File: src/rtl/core/spc_pkg.sv
// Shared types, constants and the control program of the sprite pixel collision unit.
// Used by spc_mask_mem and sprite_pixel_collision_unit; depends on nothing.
`timescale 1ns / 1ps

package spc_pkg;

    localparam int MAX_SPRITE_W = 16;
    localparam int MAX_SPRITE_H = 16;
    localparam int WORD_W       = MAX_SPRITE_W;
    localparam int MEM_WORDS    = (MAX_SPRITE_W * MAX_SPRITE_H) / WORD_W;
    localparam int WADDR_W      = $clog2(MEM_WORDS);
    localparam int BIT_W        = $clog2(WORD_W);
    localparam int IDX_W        = 8;

    localparam logic [1:0] OP_LOAD_A = 2'd0;
    localparam logic [1:0] OP_LOAD_B = 2'd1;
    localparam logic [1:0] OP_TEST   = 2'd2;

    localparam logic [1:0] CFG_WIDTH_A  = 2'd0;
    localparam logic [1:0] CFG_HEIGHT_A = 2'd1;
    localparam logic [1:0] CFG_WIDTH_B  = 2'd2;
    localparam logic [1:0] CFG_HEIGHT_B = 2'd3;

    localparam logic [2:0] PC_WAIT  = 3'd0;
    localparam logic [2:0] PC_SETUP = 3'd1;
    localparam logic [2:0] PC_FIRST = 3'd2;
    localparam logic [2:0] PC_LOOP  = 3'd3;
    localparam logic [2:0] PC_EMIT  = 3'd4;

    localparam logic [1:0] COND_ALWAYS    = 2'd0;
    localparam logic [1:0] COND_START     = 2'd1;
    localparam logic [1:0] COND_MORE_ROWS = 2'd2;
    localparam logic [1:0] COND_OUT_FREE  = 2'd3;

    typedef struct packed {
        logic       accept;
        logic       setup;
        logic       issue;
        logic       cmp;
        logic       emit;
        logic [1:0] cond;
        logic [2:0] jump;
        logic [2:0] next;
    } t_uword;

    function automatic t_uword ucode(input logic [2:0] pc);
        t_uword w;
        w = '0;
        case (pc)
            PC_WAIT: begin
                w.accept = 1'b1;
                w.cond   = COND_START;
                w.jump   = PC_SETUP;
                w.next   = PC_WAIT;
            end
            PC_SETUP: begin
                w.setup = 1'b1;
                w.cond  = COND_ALWAYS;
                w.jump  = PC_FIRST;
                w.next  = PC_FIRST;
            end
            PC_FIRST: begin
                w.issue = 1'b1;
                w.cond  = COND_ALWAYS;
                w.jump  = PC_LOOP;
                w.next  = PC_LOOP;
            end
            PC_LOOP: begin
                w.issue = 1'b1;
                w.cmp   = 1'b1;
                w.cond  = COND_MORE_ROWS;
                w.jump  = PC_LOOP;
                w.next  = PC_EMIT;
            end
            PC_EMIT: begin
                w.emit = 1'b1;
                w.cond = COND_OUT_FREE;
                w.jump = PC_WAIT;
                w.next = PC_EMIT;
            end
            default: begin
                w.cond = COND_ALWAYS;
                w.jump = PC_WAIT;
                w.next = PC_WAIT;
            end
        endcase
        return w;
    endfunction

endpackage

File: src/rtl/core/spc_mask_mem.sv
// Sprite mask memory: one bit written per load, two adjacent words read per cycle.
// Depends on spc_pkg.
`timescale 1ns / 1ps

module spc_mask_mem (
    input  logic                          i_clk,
    input  logic                          i_we,
    input  logic [spc_pkg::IDX_W-1:0]     i_waddr,
    input  logic                          i_wdata,
    input  logic [spc_pkg::WADDR_W-1:0]   i_raddr,
    output logic [2*spc_pkg::WORD_W-1:0]  o_rdata
);

    logic [spc_pkg::WORD_W-1:0]  r_mem [spc_pkg::MEM_WORDS];
    logic [spc_pkg::WADDR_W-1:0] raddr_hi;

    assign raddr_hi = i_raddr + spc_pkg::WADDR_W'(1);

    always_ff @(posedge i_clk) begin
        if (i_we) begin
            r_mem[i_waddr[spc_pkg::IDX_W-1 -: spc_pkg::WADDR_W]]
                 [i_waddr[spc_pkg::BIT_W-1:0]] <= i_wdata;
        end
        o_rdata <= {r_mem[raddr_hi], r_mem[i_raddr]};
    end

endmodule

File: src/rtl/core/sprite_pixel_collision_unit.sv
// Top level of the sprite pixel collision unit: microcoded row sequencer and datapath.
// Depends on spc_pkg and spc_mask_mem.
`timescale 1ns / 1ps
//
// Usage:
//   Input channel (i_valid / o_ready) carries one item: op 0 or 1 loads one
//   pixel of sprite A or B at i_pixel_index, op 2 tests the two sprites at
//   the given screen positions, op 3 is dropped.
//   Output channel (o_valid / i_ready) returns one hit bit per test item.
//   Config channel (i_cfg_valid / o_cfg_ready) writes the four size
//   registers; it is always ready and must only be used while idle.
// Timing:
//   Load items are taken back to back in the wait step. A test item runs
//   through the setup, first-issue, loop and emit steps before its result
//   is registered; the loop covers h rows, h being height_a clamped to
//   1..16, and compares one row of sprite A against the matching row of
//   sprite B per cycle, bound by the two-word read port of each mask memory.
//   Once the result is registered the sequencer returns to wait.
// Reset: sizes return to 1x1, the sequencer returns to wait, no result is
//   pending. Mask contents are not cleared and must be loaded before use.
// Stall: a held result blocks the next test at the emit step only.

module sprite_pixel_collision_unit (
    input  logic                          i_clk,
    input  logic                          i_rst_n,
    input  logic                          i_valid,
    output logic                          o_ready,
    input  logic [1:0]                    i_op,
    input  logic [spc_pkg::IDX_W-1:0]     i_pixel_index,
    input  logic                          i_pixel_opaque,
    input  logic signed [9:0]             i_pos_ax,
    input  logic signed [9:0]             i_pos_ay,
    input  logic signed [9:0]             i_pos_bx,
    input  logic signed [9:0]             i_pos_by,
    output logic                          o_valid,
    input  logic                          i_ready,
    output logic                          o_hit,
    input  logic                          i_cfg_valid,
    output logic                          o_cfg_ready,
    input  logic [1:0]                    i_cfg_index,
    input  logic [4:0]                    i_cfg_data
);

    localparam int W = spc_pkg::WORD_W;

    logic [2:0]  r_pc, n_pc;
    spc_pkg::t_uword uw;
    logic        cond_ok;
    logic        take, start;

    logic [4:0]  r_cfg_wa, r_cfg_ha, r_cfg_wb, r_cfg_hb;
    logic [4:0]  r_wa, r_ha, r_wb, r_hb;
    logic [W-1:0] r_mask_a, r_mask_b;
    logic signed [10:0] r_dx, r_dy;
    logic        r_dx_neg, r_dx_far;
    logic [3:0]  r_dx_amt;

    logic [4:0]  r_ra;
    logic        r_row_vld;
    logic [spc_pkg::BIT_W-1:0] r_a_sh, r_b_sh;
    logic        r_hit;
    logic        r_o_valid, r_o_hit;

    logic [4:0]  wa_c, ha_c, wb_c, hb_c;
    logic [W-1:0] mask_a_c, mask_b_c;
    logic [10:0] dx_mag;

    logic signed [11:0] rb;
    logic        rb_ok, ra_ok;
    logic [7:0]  addr_a, addr_b;

    logic [2*W-1:0] a_rdata, b_rdata, a_cat_sh, b_cat_sh;
    logic [W-1:0] a_row, b_row, b_align;

    logic        we_a, we_b;

    function automatic logic [4:0] clamp_size(input logic [4:0] v, input logic [4:0] vmax);
        logic [4:0] r;
        r = v;
        if (v == 5'd0) begin
            r = 5'd1;
        end else if (v > vmax) begin
            r = vmax;
        end
        return r;
    endfunction

    function automatic logic [W-1:0] low_mask(input logic [4:0] n);
        logic [W-1:0] m;
        for (int i = 0; i < W; i++) begin
            m[i] = (5'(i) < n);
        end
        return m;
    endfunction

    assign uw      = spc_pkg::ucode(r_pc);
    assign o_ready = uw.accept;
    assign take    = i_valid && uw.accept;
    assign start   = take && (i_op == spc_pkg::OP_TEST);
    assign we_a    = take && (i_op == spc_pkg::OP_LOAD_A);
    assign we_b    = take && (i_op == spc_pkg::OP_LOAD_B);

    assign o_cfg_ready = 1'b1;
    assign o_valid     = r_o_valid;
    assign o_hit       = r_o_hit;

    always_comb begin
        case (uw.cond)
            spc_pkg::COND_ALWAYS:    cond_ok = 1'b1;
            spc_pkg::COND_START:     cond_ok = start;
            spc_pkg::COND_MORE_ROWS: cond_ok = (r_ra < r_ha);
            spc_pkg::COND_OUT_FREE:  cond_ok = !r_o_valid || i_ready;
            default:                 cond_ok = 1'b1;
        endcase
        n_pc = cond_ok ? uw.jump : uw.next;
    end

    // setup values
    always_comb begin
        wa_c     = clamp_size(r_cfg_wa, 5'(spc_pkg::MAX_SPRITE_W));
        ha_c     = clamp_size(r_cfg_ha, 5'(spc_pkg::MAX_SPRITE_H));
        wb_c     = clamp_size(r_cfg_wb, 5'(spc_pkg::MAX_SPRITE_W));
        hb_c     = clamp_size(r_cfg_hb, 5'(spc_pkg::MAX_SPRITE_H));
        mask_a_c = low_mask(wa_c);
        mask_b_c = low_mask(wb_c);
        dx_mag   = r_dx[10] ? 11'(-r_dx) : 11'(r_dx);
    end

    // row issue
    always_comb begin
        rb     = $signed({7'd0, r_ra}) + $signed({r_dy[10], r_dy});
        rb_ok  = !rb[11] && (rb[10:0] < {6'd0, r_hb});
        ra_ok  = (r_ra < r_ha);
        addr_a = {4'd0, r_ra[3:0]} * {3'd0, r_wa};
        addr_b = {4'd0, rb[3:0]} * {3'd0, r_wb};
    end

    // row compare
    always_comb begin
        a_cat_sh = a_rdata >> r_a_sh;
        b_cat_sh = b_rdata >> r_b_sh;
        a_row    = a_cat_sh[W-1:0] & r_mask_a;
        b_row    = b_cat_sh[W-1:0] & r_mask_b;
        if (r_dx_far) begin
            b_align = '0;
        end else if (r_dx_neg) begin
            b_align = b_row << r_dx_amt;
        end else begin
            b_align = b_row >> r_dx_amt;
        end
    end

    spc_mask_mem u_mask_a (
        .i_clk   (i_clk),
        .i_we    (we_a),
        .i_waddr (i_pixel_index),
        .i_wdata (i_pixel_opaque),
        .i_raddr (addr_a[7:4]),
        .o_rdata (a_rdata)
    );

    spc_mask_mem u_mask_b (
        .i_clk   (i_clk),
        .i_we    (we_b),
        .i_waddr (i_pixel_index),
        .i_wdata (i_pixel_opaque),
        .i_raddr (addr_b[7:4]),
        .o_rdata (b_rdata)
    );

    always_ff @(posedge i_clk) begin
        if (!i_rst_n) begin
            r_pc      <= spc_pkg::PC_WAIT;
            r_o_valid <= 1'b0;
            r_cfg_wa  <= 5'd1;
            r_cfg_ha  <= 5'd1;
            r_cfg_wb  <= 5'd1;
            r_cfg_hb  <= 5'd1;
        end else begin
            r_pc <= n_pc;
            if (i_cfg_valid) begin
                case (i_cfg_index)
                    spc_pkg::CFG_WIDTH_A:  r_cfg_wa <= i_cfg_data;
                    spc_pkg::CFG_HEIGHT_A: r_cfg_ha <= i_cfg_data;
                    spc_pkg::CFG_WIDTH_B:  r_cfg_wb <= i_cfg_data;
                    spc_pkg::CFG_HEIGHT_B: r_cfg_hb <= i_cfg_data;
                    default: ;
                endcase
            end
            if (uw.emit && cond_ok) begin
                r_o_valid <= 1'b1;
            end else if (i_ready) begin
                r_o_valid <= 1'b0;
            end
        end
    end

    always_ff @(posedge i_clk) begin
        if (start) begin
            r_dx <= $signed({i_pos_ax[9], i_pos_ax}) - $signed({i_pos_bx[9], i_pos_bx});
            r_dy <= $signed({i_pos_ay[9], i_pos_ay}) - $signed({i_pos_by[9], i_pos_by});
        end
        if (uw.setup) begin
            r_wa     <= wa_c;
            r_ha     <= ha_c;
            r_wb     <= wb_c;
            r_hb     <= hb_c;
            r_mask_a <= mask_a_c;
            r_mask_b <= mask_b_c;
            r_dx_neg <= r_dx[10];
            r_dx_far <= (dx_mag > 11'(W - 1));
            r_dx_amt <= dx_mag[3:0];
            r_ra     <= 5'd0;
            r_hit    <= 1'b0;
        end
        if (uw.issue) begin
            r_row_vld <= ra_ok && rb_ok;
            r_a_sh    <= addr_a[spc_pkg::BIT_W-1:0];
            r_b_sh    <= addr_b[spc_pkg::BIT_W-1:0];
            r_ra      <= r_ra + 5'd1;
        end
        if (uw.cmp && r_row_vld && (|(a_row & b_align))) begin
            r_hit <= 1'b1;
        end
        if (uw.emit && cond_ok) begin
            r_o_hit <= r_hit;
        end
    end

endmodule
File: config.mk
export PLATFORM = sky130hd
export DESIGN_NAME = sprite_pixel_collision_unit
export DESIGN_NICKNAME = d
export VERILOG_FILES = /design/src/rtl/core/spc_pkg.sv /design/src/rtl/core/spc_mask_mem.sv /design/src/rtl/core/sprite_pixel_collision_unit.sv
export SDC_FILE = /design/constraint.sdc
export NUM_CORES = 2
export LEC_CHECK = 0
export ABC_AREA = 1
export BUFFER_PORTS_ARGS = -buffer_cell sky130_fd_sc_hd__buf_2
export CORE_MARGIN = 5
export CORE_UTILIZATION = 64
export DETAILED_ROUTE_END_ITERATION = 6
export GPL_TIMING_DRIVEN = 0
export PLACE_DENSITY_LB_ADDON = 0.25
export SETUP_SLACK_MARGIN = 0.1
export SLEW_MARGIN = 20
export SYNTH_ARGS = -nofsm -noshare
export SYNTH_HDL_FRONTEND = slang
export SYNTH_SLANG_ARGS = --single-unit
export TNS_END_PERCENT = 10
File: constraint.sdc
create_clock -name i_clk -period 6.9 [get_ports i_clk]
set_input_delay 1.035 -clock i_clk [delete_from_list [all_inputs] [get_ports i_clk]]
set_output_delay 1.035 -clock i_clk [all_outputs]
set_load 0.03 [all_outputs]
==> impl_metrics.csv <==
group,metric,value,unit
worst_setup_path,critPathTopFamily,"adder cells",
worst_setup_path,r2r_start,"r_ra[1]",
run_status,status,"finished, violations left",
sta,hold_viol,0,
cts,cts_tree,"done",
drt,first_iter_violations,7258,
worst_setup_path,crit_path_start,"r_ra[1]",
power,ir_drop,338,uV
power,p_leak,15.2,nW
finish,areaGrowthSynthToFinish,10.7,%
cts,clk_root_buffer_cell,"clkbuf_16",
drt,via_per_inst,6.62,
cts,clock_path_buffers,3,
drt,routed_wl,136000,um
die,die-area,64100,um^2
die,fp-row-count,89,
cts,htreeDepth,3,
finish,final_nets,4817,
worst_setup_path,cp_num_buf_inv,5,
worst_hold_path,hold_path_end,"r_dx_amt[0]",
power,powerDensity,394,nW/um^2
worst_setup_path,ff2ff_path_depth,20,
cts,clk_latency,0.65,ns
synthesis,synthCells,4520,
worst_setup_path,max_stage_delay,0.55,ns
drt,via_count,36500,
sta,tightest_slew,0.935,ns
sta,rsz0062_at_grt,"true",
worst_setup_path,crit_path_cell_trace,"ha_1, a21o_1, a21oi_2, xor2_2, nand2_1, fa_1, inv_1, fa_1, fa_1, nand2_1, inv_1, nor2_2, clkbuf_2, clkbuf_1, ha_1, clkbuf_1, o21ai_0, o22ai_1, o21ai_0, o22ai_1",
grt,globalRouteTotalUtil,0.411,
sta,fin_ws,0.186,ns
worst_setup_path,worstSetupEndpointType,"flip-flop",
synthesis,async_flop_share,0,
die,die_x,253,um
drt,post_drt_wl_per_cell,24.8,um
worst_setup_path,reg2reg_slack,0.19,ns
grt,grt-ovfl-total,0,
worst_hold_path,holdPathStages,0,
sta,setup_violations,0,
worst_setup_path,cpMostUsedCell,"fa_1",
cts,clk_pin_slew,0.06,ns
placed_design,io_buffers,65,
worst_setup_path,start_kind,"flip-flop",
grt,antenna_found_initial,9,
run_status,violations,"design-rule violations",
placed_design,dpl_worst_slack,-0.358,ns
worst_setup_path,r2r-end,"u_mask_b.o_rdata[28]",
synthesis,synth_warnings,0,
worst_setup_path,crit_slowest_cell,"clkbuf_1",
die,core,58800,um^2
sta,period_share,0.973,
placed_design,gp_congestion,1.06,
placed_design,numPlacedInstances,5369,
cts,cts_made_buffers,76,
sta,fmax,149,MHz
grt,grt_pass1_wl,200000,um
grt,grt_start_max_net_pins,166,
synthesis,ys.flop_type,"edfxtp_1",
synthesis,syn-mean-instance-area,8.37,um^2
die,ios,67,
power,power,16.5,mW
drt,drc,3,
synthesis,netlist_area,37800,um^2
die,initial_core_util,0.644,
sta,post-route-min-period,6.71,ns
grt,first_global_vias,33800,
cts,clock_sinks,692,
run,drv_cap,0,
placed_design,hpwl,97700,um
sta,skew,0.0295,ns
worst_setup_path,critical_path_class,"reg2reg",
die,fp.dieH,253,um
drt,dr.pass1.iters,7,
worst_setup_path,arrival,7.20,ns
synthesis,yosysSeqAreaShare,0.526,
worst_setup_path,cp_data_required_time,7.39,ns
finish,drive_above_1_share,0.0570,
synthesis,synth-seq-cells,692,
synthesis,synthDistinctLibCells,58,
worst_hold_path,hold_class,"reg2reg",
worst_hold_path,hold_start,"r_dx[0]",
drt,ant_nets,0,
sta,slew_headroom,0.376,
synthesis,synth_edf_count,605,
sta,timing.hold.ws,0.492,ns
worst_setup_path,cp_max_fo,10,
finish,fin_cells,5513,
sta,slew_viol_final,0,
## per-stage QoR
step,TNS [ns],util,cell area (um^2)
floorplan,0,-,37800
global placement,-289.92,0.666,39100
detailed placement,-4.00,0.668,39300
CTS,0,0.712,41900
global route,0,0.712,41900
finish,0,0.712,41900
## worst reg2reg max path: stages (launching register included)
cell and delay (ns):
edfxtp_1 0.44, ha_1 0.31, a21o_1 0.21, a21oi_2 0.20, xor2_2 0.26, nand2_1 0.12, fa_1 0.54, inv_1 0.05
fa_1 0.54, fa_1 0.46, nand2_1 0.08, inv_1 0.06, nor2_2 0.36, clkbuf_2 0.40, clkbuf_1 0.56, ha_1 0.44
clkbuf_1 0.55, o21ai_0 0.20, o22ai_1 0.29, o21ai_0 0.13, o22ai_1 0.40
## worst max path at each step
| stage | end | slack (ns) | cells past startpoint |
|---|---|---|---|
| floorplan | u_mask_b.o_rdata[25] | 1.86 | 24 |
| global placement | u_mask_a.r_mem[7][6] | -0.60 | 1 |
| detailed placement | u_mask_b.o_rdata[27] | -0.36 | 21 |
| CTS | u_mask_b.o_rdata[27] | 0.09 | 20 |
| global route | u_mask_b.o_rdata[17] | 0.09 | 22 |
| finish | u_mask_b.o_rdata[28] | 0.19 | 20 |
## cell type report
cell class / count / area, um^2
repair buffers: 76 / 482
plain buffers: 335 / 1370
fillers: 4660 / 16900
well taps: 773 / 967
multi-input cells: 3291 / 15800
diodes: 1 / 2.50
clock buffers: 93 / 2080
inverters: 204 / 771
flip-flops and latches: 692 / 19900
clock inverters: 48 / 488
## cell usage in the layout, fill, tap and decap left out, types with 4 or more instances in the layout
cell and n:
buf_1 16, xor2_1 17, o22ai_1 279, nor3_1 10, buf_4 13, fa_1 15
inv_2 6, clkinv_1 17, ha_1 63, clkinv_2 16, o211ai_1 6, nand4_1 7
nand2_1 534, inv_1 194, or2_1 4, nor2_1 1186, dfxtp_1 87, o21ai_1 22
buf_2 89, buf_6 7, edfxtp_1 605, o21bai_1 5, clkbuf_1 281, nand3_1 297
clkbuf_2 11, a21boi_0 8, and2_1 5, clkbuf_16 80, a22oi_1 31, o21ai_0 629
bufinv_16 7, xnor2_1 9, a21oi_1 113, a31oi_1 4
## cell families after synthesis
logic type | synth area share
AND/OR/NAND/NOR | 0.217
buffers and inverters | 0.0562
other | 0.0000991
AO/OA/AOI/OAI | 0.162
XOR/XNOR | 0.00919
flip-flops | 0.526
adder cells (fa/ha/maj) | 0.0288
multiplexers | 0.000265
## sequential cells by signal, indices dropped and copies added (netlist names), 11 cells and up
register,cells
r_dx,11
r_dy,11
r_mask_a,15
r_mask_b,15
u_mask_a.o_rdata,31
u_mask_a.r_mem,256
u_mask_b.o_rdata,31
u_mask_b.r_mem,256
## cell usage after synthesis, types with 8 or more instances
cell type  count  area [um^2]
nor3_1        11         55.1
a22oi_1       31          233
xnor2_1        9         78.8
xor2_1        17          149
o21ai_1       22          110
o22ai_1      279         1750
a21boi_0       8         60.1
ha_1          63          788
nor2_1      1189         4460
o21ai_0      629         3150
a21oi_1      113          566
clkbuf_1     282         1060
buf_1         16         60.1
edfxtp_1     605        18200
fa_1          15          300
nand3_1      297         1490
inv_1        195          732
dfxtp_1       87         1740
buf_2         25          125
nand2_1      534         2000
## metal layers
metal,global-route usage,vias to the layer above,share of wire
met4,0.163,12,0.050
met3,0.163,565,0.17
met1,0.542,16900,0.35
li1,-,15900,-
met2,0.616,3100,0.43
met5,0.00977,-,0.0011
## what timing repair did
action | CTS | global route
hold buffers | 0 | 0
buffers inserted | 2 | 0
gates resized for setup | 3 | 20
endpoints found under the setup margin | 22 | 30
## power breakdown
| group | switching, mW | internal, mW | total (mW) |
|---|---|---|---|
| Clock | 1.77 | 2.43 | 4.20 |
| Combinational | 5.53 | 1.83 | 7.36 |
| Sequential | 0.147 | 4.81 | 4.96 |
No activity file was read; power rests on OpenSTA's default activity.
